$ cat config.mk
export PLATFORM = sky130hd
export DESIGN_NAME = bounded_double_ended_queue_unit
export DESIGN_NICKNAME = d
export VERILOG_FILES = /design/src/sv/bdeq_pkg.sv /design/src/sv/bounded_double_ended_queue_unit.sv /design/src/sv/bdeq_ctrl.sv /design/src/sv/bdeq_dpath.sv
export VERILOG_INCLUDE_DIRS = /design/src /design/src/sv
export SDC_FILE = /design/constraint.sdc
export NUM_CORES = 1
export LEC_CHECK = 0
export BUFFER_PORTS_ARGS = -buffer_cell sky130_fd_sc_hd__buf_2
export CAP_MARGIN = 15
export CELL_PAD_IN_SITES_DETAIL_PLACEMENT = 0
export CELL_PAD_IN_SITES_GLOBAL_PLACEMENT = 1
export CORE_AREA = 3 3 245 247
export DETAILED_ROUTE_END_ITERATION = 16
export DIE_AREA = 0 0 248 250
export PLACE_DENSITY = 0.79
export SKIP_LAST_GASP = 1
export SLEW_MARGIN = 20
export SYNTH_ARGS = -nofsm -noshare
export SYNTH_HDL_FRONTEND = slang
export SYNTH_SLANG_ARGS = --single-unit
$ cat constraint.sdc
create_clock -name i_clk -period 21.2 [get_ports i_clk]
set_clock_uncertainty 0.15 [all_clocks]
set_input_delay 1.06 -clock i_clk [delete_from_list [all_inputs] [get_ports i_clk]]
set_output_delay 1.06 -clock i_clk [all_outputs]
set_load 0.02 [all_outputs]
$ cat src/sv/bounded_double_ended_queue_unit_assert.svh
// Assertion macros for the bounded double-ended queue unit.
`ifndef BOUNDED_DOUBLE_ENDED_QUEUE_UNIT_ASSERT_SVH
`define BOUNDED_DOUBLE_ENDED_QUEUE_UNIT_ASSERT_SVH

`ifndef SYNTHESIS

// Same-cycle implication, checked outside reset.
`define BDEQ_ASSERT_IMPL(label, clk, rst_n, ante, cons) \
    label: assert property (@(posedge clk) disable iff (!rst_n) (ante) |-> (cons)) \
        else $error("bdeq check failed");

// Next-cycle implication, checked outside reset.
`define BDEQ_ASSERT_NEXT(label, clk, rst_n, ante, cons) \
    label: assert property (@(posedge clk) disable iff (!rst_n) (ante) |=> (cons)) \
        else $error("bdeq check failed");

`else

`define BDEQ_ASSERT_IMPL(label, clk, rst_n, ante, cons)
`define BDEQ_ASSERT_NEXT(label, clk, rst_n, ante, cons)

`endif

`endif

$ cat src/sv/bdeq_pkg.sv
// Shared types and constants for the bounded double-ended queue.
`timescale 1ns / 1ps

package bdeq_pkg;

    localparam int unsigned FIELD_W       = 32;
    localparam int unsigned ENTRY_COUNT_W = 5;
    localparam int unsigned REQ_W         = 3;
    localparam int unsigned STATUS_W      = 2;

    typedef enum logic [REQ_W-1:0] {
        REQ_PUSH_BACK  = 3'd0,
        REQ_PUSH_FRONT = 3'd1,
        REQ_POP_BACK   = 3'd2,
        REQ_POP_FRONT  = 3'd3,
        REQ_QUERY      = 3'd4
    } t_req;

    typedef enum logic [STATUS_W-1:0] {
        ST_DONE      = 2'd0,
        ST_UNDERFLOW = 2'd1,
        ST_OVERFLOW  = 2'd2
    } t_status;

    // Controller to datapath commands
    typedef struct packed {
        logic load;   // capture request on input transfer
        logic exec;   // apply request to store and pointers
        logic read;   // read front and back words
    } t_dp_cmd;

endpackage

$ cat src/sv/bounded_double_ended_queue_unit.sv
// Bounded double-ended queue: top level with sequencer, datapath and checks.
// The request is captured on input transfer; the store write in the execute state
// is followed by the registered two-port read of the ring; the result is shown in
// the response state. One request at a time: stalled until the result is taken.
// Reset (i_rst_n, synchronous, active low) empties the queue: head and count cleared.
// The store itself is not cleared; no clearing pass, requests accepted right away.
`timescale 1ns / 1ps
`include "bounded_double_ended_queue_unit_assert.svh"

module bounded_double_ended_queue_unit #(
    parameter int unsigned DEPTH      = 16,
    parameter int unsigned DATA_WIDTH = 32
) (
    input  logic                                i_clk,
    input  logic                                i_rst_n,
    input  logic                                i_valid,
    output logic                                o_stall,
    input  logic [bdeq_pkg::REQ_W-1:0]          i_req_type,
    input  logic signed [bdeq_pkg::FIELD_W-1:0] i_push_value,
    output logic                                o_valid,
    input  logic                                i_stall,
    output logic signed [bdeq_pkg::FIELD_W-1:0] o_front_value,
    output logic signed [bdeq_pkg::FIELD_W-1:0] o_back_value,
    output logic [bdeq_pkg::ENTRY_COUNT_W-1:0]  o_entry_count,
    output logic                                o_is_empty,
    output logic [bdeq_pkg::STATUS_W-1:0]       o_status
);

    bdeq_pkg::t_dp_cmd cmd;

    bdeq_ctrl u_ctrl (
        .i_clk   (i_clk),
        .i_rst_n (i_rst_n),
        .i_valid (i_valid),
        .i_stall (i_stall),
        .o_valid (o_valid),
        .o_stall (o_stall),
        .o_cmd   (cmd)
    );

    bdeq_dpath #(
        .DEPTH      (DEPTH),
        .DATA_WIDTH (DATA_WIDTH)
    ) u_dpath (
        .i_clk         (i_clk),
        .i_rst_n       (i_rst_n),
        .i_cmd         (cmd),
        .i_req_type    (i_req_type),
        .i_push_value  (i_push_value),
        .o_front_value (o_front_value),
        .o_back_value  (o_back_value),
        .o_entry_count (o_entry_count),
        .o_is_empty    (o_is_empty),
        .o_status      (o_status)
    );

    // no new transfer while a result is pending
    `BDEQ_ASSERT_IMPL(a_hold_while_resp, i_clk, i_rst_n, o_valid, o_stall)
    // an accepted request produces its result after the execute and read states
    `BDEQ_ASSERT_IMPL(a_resp_latency, i_clk, i_rst_n, i_valid && !o_stall, ##3 o_valid)
    // refused pop only happens on an empty queue, refused push on a non-empty one
    `BDEQ_ASSERT_IMPL(a_underflow_empty, i_clk, i_rst_n, o_valid && (o_status == bdeq_pkg::ST_UNDERFLOW), o_is_empty)
    `BDEQ_ASSERT_IMPL(a_overflow_nonempty, i_clk, i_rst_n, o_valid && (o_status == bdeq_pkg::ST_OVERFLOW), !o_is_empty)

endmodule

$ cat src/sv/bdeq_ctrl.sv
// Request sequencer for the bounded double-ended queue.
`timescale 1ns / 1ps

module bdeq_ctrl (
    input  logic              i_clk,
    input  logic              i_rst_n,
    input  logic              i_valid,
    input  logic              i_stall,
    output logic              o_valid,
    output logic              o_stall,
    output bdeq_pkg::t_dp_cmd o_cmd
);

    typedef enum logic [3:0] {
        S_IDLE = 4'b0001,
        S_EXEC = 4'b0010,
        S_READ = 4'b0100,
        S_RESP = 4'b1000
    } t_state;

    t_state r_state;
    t_state n_state;

    always_comb begin
        n_state = r_state;
        case (r_state)
            S_IDLE: begin
                if (i_valid) begin
                    n_state = S_EXEC;
                end
            end
            S_EXEC: begin
                n_state = S_READ;
            end
            S_READ: begin
                n_state = S_RESP;
            end
            S_RESP: begin
                if (!i_stall) begin
                    n_state = S_IDLE;
                end
            end
            default: begin
                n_state = S_IDLE;
            end
        endcase
    end

    always_ff @(posedge i_clk) begin
        if (!i_rst_n) begin
            r_state <= S_IDLE;
        end else begin
            r_state <= n_state;
        end
    end

    assign o_stall    = (r_state != S_IDLE);
    assign o_valid    = (r_state == S_RESP);
    assign o_cmd.load = (r_state == S_IDLE) && i_valid;
    assign o_cmd.exec = (r_state == S_EXEC);
    assign o_cmd.read = (r_state == S_READ);

endmodule

$ cat src/sv/bdeq_dpath.sv
// Ring store, pointers and result registers for the bounded double-ended queue.
`timescale 1ns / 1ps

module bdeq_dpath #(
    parameter int unsigned DEPTH      = 16,
    parameter int unsigned DATA_WIDTH = 32
) (
    input  logic                                       i_clk,
    input  logic                                       i_rst_n,
    input  bdeq_pkg::t_dp_cmd                          i_cmd,
    input  logic [bdeq_pkg::REQ_W-1:0]                 i_req_type,
    input  logic signed [bdeq_pkg::FIELD_W-1:0]        i_push_value,
    output logic signed [bdeq_pkg::FIELD_W-1:0]        o_front_value,
    output logic signed [bdeq_pkg::FIELD_W-1:0]        o_back_value,
    output logic [bdeq_pkg::ENTRY_COUNT_W-1:0]         o_entry_count,
    output logic                                       o_is_empty,
    output logic [bdeq_pkg::STATUS_W-1:0]              o_status
);

    localparam int unsigned AW = $clog2(DEPTH);
    localparam int unsigned CW = $clog2(DEPTH + 1);

    logic [DATA_WIDTH-1:0]          r_mem [DEPTH];

    logic [bdeq_pkg::REQ_W-1:0]     r_req;
    logic [DATA_WIDTH-1:0]          r_val;
    logic [AW-1:0]                  r_head;
    logic [AW-1:0]                  n_head;
    logic [CW-1:0]                  r_count;
    logic [CW-1:0]                  n_count;
    bdeq_pkg::t_status              r_status;
    bdeq_pkg::t_status              n_status;
    logic [DATA_WIDTH-1:0]          r_rd_front;
    logic [DATA_WIDTH-1:0]          r_rd_back;

    logic                           wr_en;
    logic [AW-1:0]                  wr_addr;
    logic [AW-1:0]                  head_inc;
    logic [AW-1:0]                  head_dec;
    logic [AW-1:0]                  tail_addr;
    logic [AW-1:0]                  back_addr;
    logic                           full;
    logic                           empty;

    // Sum of head and offset is below twice the depth: one conditional subtract.
    function automatic logic [AW-1:0] wrap(input logic [AW:0] sum);
        logic [AW:0] lim;
        lim = (AW+1)'(DEPTH);
        if (sum >= lim) begin
            wrap = AW'(sum - lim);
        end else begin
            wrap = AW'(sum);
        end
    endfunction

    assign full      = (r_count == CW'(DEPTH));
    assign empty     = (r_count == '0);
    assign head_inc  = (r_head == AW'(DEPTH - 1)) ? '0 : r_head + AW'(1);
    assign head_dec  = (r_head == '0) ? AW'(DEPTH - 1) : r_head - AW'(1);
    assign tail_addr = wrap({1'b0, r_head} + (AW+1)'(r_count));
    assign back_addr = empty ? r_head
                             : wrap({1'b0, r_head} + (AW+1)'(r_count) - (AW+1)'(1));

    always_comb begin
        n_head   = r_head;
        n_count  = r_count;
        n_status = bdeq_pkg::ST_DONE;
        wr_en    = 1'b0;
        wr_addr  = tail_addr;
        case (r_req)
            bdeq_pkg::REQ_PUSH_BACK: begin
                if (full) begin
                    n_status = bdeq_pkg::ST_OVERFLOW;
                end else begin
                    wr_en   = 1'b1;
                    n_count = r_count + CW'(1);
                end
            end
            bdeq_pkg::REQ_PUSH_FRONT: begin
                if (full) begin
                    n_status = bdeq_pkg::ST_OVERFLOW;
                end else begin
                    wr_en   = 1'b1;
                    wr_addr = head_dec;
                    n_head  = head_dec;
                    n_count = r_count + CW'(1);
                end
            end
            bdeq_pkg::REQ_POP_BACK: begin
                if (empty) begin
                    n_status = bdeq_pkg::ST_UNDERFLOW;
                end else begin
                    n_count = r_count - CW'(1);
                end
            end
            bdeq_pkg::REQ_POP_FRONT: begin
                if (empty) begin
                    n_status = bdeq_pkg::ST_UNDERFLOW;
                end else begin
                    n_head  = head_inc;
                    n_count = r_count - CW'(1);
                end
            end
            default: begin
                // query and unused codes leave the queue alone
            end
        endcase
    end

    always_ff @(posedge i_clk) begin
        if (!i_rst_n) begin
            r_head  <= '0;
            r_count <= '0;
        end else if (i_cmd.exec) begin
            r_head  <= n_head;
            r_count <= n_count;
        end
    end

    always_ff @(posedge i_clk) begin
        if (i_cmd.load) begin
            r_req <= i_req_type;
            r_val <= DATA_WIDTH'($unsigned(i_push_value));
        end
        if (i_cmd.exec) begin
            r_status <= n_status;
        end
    end

    always_ff @(posedge i_clk) begin
        if (i_cmd.exec && wr_en) begin
            r_mem[wr_addr] <= r_val;
        end
    end

    always_ff @(posedge i_clk) begin
        if (i_cmd.read) begin
            r_rd_front <= r_mem[r_head];
            r_rd_back  <= r_mem[back_addr];
        end
    end

    assign o_front_value = empty ? '0 : $signed(bdeq_pkg::FIELD_W'(r_rd_front));
    assign o_back_value  = empty ? '0 : $signed(bdeq_pkg::FIELD_W'(r_rd_back));
    assign o_entry_count = bdeq_pkg::ENTRY_COUNT_W'(r_count);
    assign o_is_empty    = empty;
    assign o_status      = r_status;

endmodule
Yosys cells after proc, flatten, opt, wreduce, memory -nomap -nowiden

Memory sizes are Yosys's and may differ from the RTL's. A register that Yosys moved wholly into a read port is not among the register bits.
Cells that the tools add are included.

Bits in registers: 50
Bits in latches: 0
RAM bits: 512
Bits in read-only memories: 0
Input bits: 39
Output and inout bits: 74
Logic and storage cells: 70
Memories: 1

Add/subtract/negate cells: 8
Multiply operators: 0
Div/mod/pow operators: 0
Order comparisons: 2
Equality and inequality tests: 16
Shift operators: 0
Multiplexer cells: 25
Bitwise operators: 0
Reduce and logical (&&, ||, !) cells: 12

Memory list:

| name          | words | width | read ports | clocked after memory_dff | write ports | RTL line         | source |
|---|---|---|---|---|---|---|---|
| u_dpath.r_mem | 16    | 32    | 2          | 2                        | 1           | bdeq_dpath.sv:23 | `logic [DATA_WIDTH-1:0] r_mem [DEPTH];` |

Operators by type and width:

| kind                  | count |
|---|---|
| $mux W32              | 2 |
| $mux W4               | 11 |
| $pmux W4 S4           | 1 |
| $ne A2 B2 Y1 const B  | 6 |
| $sub A4 B1 Y4 const B | 3 |
| $ge A5 B5 Y1 const B  | 2 |
| $mux W5               | 2 |
| $pmux W5 S2           | 1 |
| $sub A5 B1 Y5 const B | 2 |
| $eq A4 B4 Y1 const B  | 2 |
| $pmux W4 S2           | 1 |
| $reduce_and A4 Y1     | 2 |
| $eq A3 B2 Y1 const B  | 2 |
| $add A4 B5 Y5         | 1 |
| $add A5 B1 Y5 const B | 1 |
| $eq A5 B5 Y1 const B  | 1 |
| $logic_not A5 Y1      | 1 |
| $mux W1               | 5 |
| $add A4 B1 Y4 const B | 1 |
| $eq A4 B1 Y1 const B  | 1 |
| $eq A4 B2 Y1 const B  | 1 |
| $eq A4 B3 Y1 const B  | 1 |
| $logic_not A4 Y1      | 1 |
| $ne A4 B1 Y1 const B  | 1 |
| other kinds (8)       | 11 |

Depth between registers and ports, before layout

Depth after elaboration: 6
Depth in mapped cells: 12
Depth with buffers taken out: 9

By module

From an unflattened synthesis, not the netlist that was laid out.

Cells, all modules: 1669
Area total of the unflattened synthesis: 28601.2 µm²

By module, submodules not included:

| module     | times used | cells each | area an instance (µm²) | sequential area each (µm²) |
|---|---|---|---|---|
| bdeq_dpath | 1          | 1647       | 28401.0                | 18587.8 |
| bdeq_ctrl  | 1          | 22         | 200.2                  | 80.1 |

Least setup slack after synthesis

OpenSTA, ideal clock, no wires.

Path type: flip-flop to flip-flop
Start point: reg u_ctrl.r_state[3]
End point: reg u_ctrl.r_state[0]
Setup time: 120 ps
Arrival: 7879 ps
Required time: 20930 ps
Setup slack: 13051 ps
Cell stages (with the launch flop): 4
Path buffers: 0
Clock period less this slack: 8149 ps
Cells stage by stage: dfxtp_1 > nor4b_1 > nor2_1 > a31o_2

Cells in the longest elaborated chain, start to end: 3
Elaborated cells between the ends (all ways): 8
Those cells by class: eq/ne (6); mux (1); reduce/logical (1)

RTL lines:

| item                                         | RTL line        | source |
|---|---|---|
| from (decl)                                  | bdeq_ctrl.sv:21 | `t_state r_state;` |
| from (signal assigned)                       | bdeq_ctrl.sv:53 | `r_state <= n_state;` |
| $eq A4 B4 Y1 or $eq A4 B1 Y1 (tied branches) | bdeq_ctrl.sv:26 | `case (r_state)` |
| $ne A2 B2 Y1 (no source line)                | -               |  |
| $reduce_and A2 Y1 (no source line)           | -               |  |

Parallel ways exist; a longest one is shown, timed or not.
A chain may end at the register's enable or synchronous reset.

Final worst setup path

Start point: reg u_dpath.r_head[1]
End point: reg u_dpath.r_rd_back[12] (read register of u_dpath.r_mem), data pin

Cells in the longest elaborated chain, start to end: 5
Elaborated cells between the ends (all ways): 6
Those cells by class: add/sub (3); order compare (1); mux (2)

RTL lines:

| item                                          | RTL line                           | source |
|---|---|---|
| from (decl)                                   | bdeq_dpath.sv:27                   | `logic [AW-1:0] r_head;` |
| from (signal assigned)                        | bdeq_dpath.sv:115                  | `r_head <= n_head;` |
| $add A4 B5 Y5                                 | bdeq_dpath.sv:62                   | `: wrap({1'b0, r_head} + (AW+1)'(r_count) - (AW+1)'(1));` |
| $sub A5 B1 Y5                                 | bdeq_dpath.sv:62                   |  |
| $sub A4 B1 Y4 or $ge A5 B5 Y1 (tied branches) | bdeq_dpath.sv:50, bdeq_dpath.sv:49 |  |
| $mux W4                                       | bdeq_dpath.sv:49                   | `if (sum >= lim) begin` |
| $mux W4 (*)                                   | bdeq_dpath.sv:61                   | `assign back_addr = empty ? r_head` |
| to (decl)                                     | bdeq_dpath.sv:34                   | `logic [DATA_WIDTH-1:0] r_rd_back;` |

Every way passes the cells marked *; elsewhere a longest branch is shown, timed or not.

==> impl_metrics.ini <==
[timing]
drv_slew = 0
setup_viol = 0
min_period_ns = 5.39
timing.setup.tns_ns = 0
tightest_slew_ns = 1.22
maxSlewHeadroom_pct = 18.8
hold_viol_final = 0
fin_crit_sh_pct = 25.4
rsz0062_at_grt = false
clock.fmax_mhz = 186

[power_and_ir_drop]
peakVddDrop_uv = 52.8
p_seq_share_pct = 53.1
p_leak_nw = 10.2
finalPower_w = 0.00268
pwr-share-comb_pct = 5.5
clock_power_share_pct = 41.4
power_density_nw_per_um2 = 82.8
swShare_pct = 21.9
p_int_w = 0.00209
switching_power_w = 0.000585

[global_route]
grt_start_max_net_pins = 97
grt_pass1_vias = 18500
globalRoute.totalOverflow = 0
grt_pass1_wl_um = 118000
grt_usage_pct = 25.8
antenna_found_initial = 1

[hold_path]
hold_class = flop to flop
holdCritStartpoint = u_ctrl.r_state[2]$_SDFFE_PN0P_
holdPathEnd = u_ctrl.r_state[2]$_SDFFE_PN0P_
whs_path_depth = 2

[critical_path]
cp.arrival_ns = 5.54
path_class = flop to flop
crit_top_cell = buf_4
slowest_delay_ns = 0.97
reg2reg_from = u_dpath.r_head[1]$_SDFFE_PN0P_
cp_top_family = buffers and inverters
path_cells = fa_1 -> inv_1 -> ha_1 -> a21boi_4 -> buf_4 -> nor2_4 -> buf_4 -> mux4_2 -> o21ai_0 -> o311ai_1
r2r_slack_ns = 15.81
reg2regPathDepth = 10
r2r_end = u_dpath.r_rd_back[12]$_DFFE_PP_
startpoint_type = flop
crit_cells = 10
cp.required_ns = 21.36
end_kind = flop
critical-path-slowest-cell = dfxtp_4
path_buf_inv = 3
crit_fanout = 61

[run]
cap_violations = 0

[finish]
multi_input_area_um2 = 9670
layout.nets = 1876
regArea_um2 = 18700
antenna_cells = 0
fin_util_pct = 55.9
syn_to_final_growth_pct = 11.9
drive_gt1_share_pct = 25.5
fillerInstances = 4446

[clocking]
cts_buffers = 67
clock_latency_ns = 0.60
htreeDepth = 3
clock_sinks = 626
cts.root.buffer_cell = clkbuf_16
clkTransAtPathRegs_ns = 0.06
clock_path_buffers = 3
post-cts-setup-buffer-count = 0
cts_tree = done
cts_resized = 0
postCtsHoldBufs = 0

[place]
io_buffers = 112
post-dp-hpwl_um = 40900
gp_congestion = 0.769

[drt]
totalWireLength_um = 79900
dr.pass1.iters = 6
wl_per_cell_um = 30.3
vias = 18400
drcViolationCount = 0
drtAntennaViolNets = 0
viasPerCell = 6.98
drt_iter0_markers = 2605

[yosys]
synth_largest_area_cell = edfxtp_1
ys_seq_area_share_pct = 64.6
synthMostInstantiatedCell = edfxtp_1
yosysWarnings = 0
avgSynthCellArea_um2 = 16.4
yosys-top-cells-area = edfxtp_1 64%, mux4_2 15%, o21ai_0 2.9%
netlist.area_leader.share_pct = 63.7
postSynthCellCount = 1763
yosys-top-cells-count = 613 x edfxtp_1, 189 x mux4_2, 165 x o21ai_0
async_flop_share_pct = 0
synth_seq_cells = 626
netlist_area_um2 = 28900
synth.distinct_cells = 67
synth_nets = 1813
synth_ff_type = edfxtp_1
synth_edf_count = 613

[die]
core_area_um2 = 57800
fp.dieArea_um2 = 62000
die-width_um = 248
initial_utilization_pct = 50.0
ios = 113
rows = 88
die_h_um = 250

[status]
status = completed
cells in the final DEF, fill, tap and decap left out, types with 6 or more instances in the layout:
master	instances
edfxtp_1	613
mux4_2	189
o21ai_0	165
buf_2	112
a21oi_1	69
and2_1	68
clkbuf_16	68
a21o_1	65
nand3_1	65
a32oi_1	63
a311oi_1	62
buf_4	44
o311ai_1	31
a22oi_1	30
nand2_1	20
nor2_4	19
clkinv_1	17
clkbuf_1	15
and3_1	10
dfxtp_1	10
inv_1	9
ha_1	9
clkinv_2	9
xnor2_1	7
mux2i_1	6
nor2_1	6
nor2b_1	6
state kept, by name, summed over array words and instances (netlist names):
signal	cells
u_dpath.r_rd_back	32
u_dpath.o_entry_count	5
u_dpath.r_val	32
u_ctrl.r_state	4
u_dpath.r_head	4
u_dpath.r_req	3
u_dpath.r_rd_front	32
u_dpath.r_mem	512
u_dpath.o_status	2
routing by layer:
metal	vias to the layer above	track usage, %	part of all wire (%)
li1	7546	-	-
met3	212	3.89	10
met2	1220	40.8	48
met4	0	10.6	3.5
met5	-	0	0
met1	9439	36.0	39
tightest hold or removal path: stages, from the launching register on:
cell     delay, ns
dfxtp_1       0.36
or4b_4        0.17
nor2_1        0.04
through the flow:
step           hold WS [ns]  instance area (um2)  setup WS [ns]  cells
2_1_floorplan         0.405                28900          13.05   1763
3_3_place_gp          0.446                30300          15.96   2521
3_5_place_dp          0.471                30300          15.88   2521
4_1_cts               0.452                32300          15.82   2636
5_1_grt               0.474                32300          15.53   2637
6_report              0.472                32300          15.81   2637
area by class of cell:
| type | instances | area share [%] |
|---|---|---|
| clock inverter | 32 | 0.867 |
| timing repair buffer | 158 | 2.90 |
| inverter | 12 | 0.139 |
| multi-input combinational | 961 | 29.9 |
| tap | 765 | 2.96 |
| clock buffer | 83 | 5.44 |
| sequential | 626 | 57.8 |
kinds of logic after synthesis:
logic type	count (synthesis)	share of synthesized area, %
compound gates	520	12.3
fa+ha+maj	11	0.529
simple gates	216	4.18
flops	626	64.6
mux	200	15.2
xor+xnor	14	0.524
buf+inv	176	2.60
power groups by stage:
stage               clock network [W]   logic, W  registers (W)
global placement                    0   0.000141        0.00144
CTS                           0.00113   0.000145        0.00142
floorplan                           0  0.0000995        0.00143
finish                        0.00111   0.000146        0.00142
global route                  0.00118   0.000157        0.00142
detailed placement                  0   0.000144        0.00145
worst max path at each step:
stage | to | slack (ns) | start
finish | u_dpath.r_rd_back[12]$_DFFE_PP_ | 15.81 | u_dpath.r_head[1]$_SDFFE_PN0P_
global route | u_dpath.r_rd_back[12]$_DFFE_PP_ | 15.53 | u_dpath.r_head[1]$_SDFFE_PN0P_
CTS | u_dpath.r_rd_back[12]$_DFFE_PP_ | 15.82 | u_dpath.r_head[1]$_SDFFE_PN0P_
detailed placement | u_dpath.r_rd_back[12]$_DFFE_PP_ | 15.88 | u_dpath.r_head[1]$_SDFFE_PN0P_
global placement | u_dpath.r_rd_back[18]$_DFFE_PP_ | 15.96 | u_dpath.r_head[1]$_SDFFE_PN0P_
floorplan | u_ctrl.r_state[0]$_SDFFE_PN1P_ | 13.05 | u_ctrl.r_state[3]$_SDFFE_PN0P_
Power figures use the tool's default switching activity.
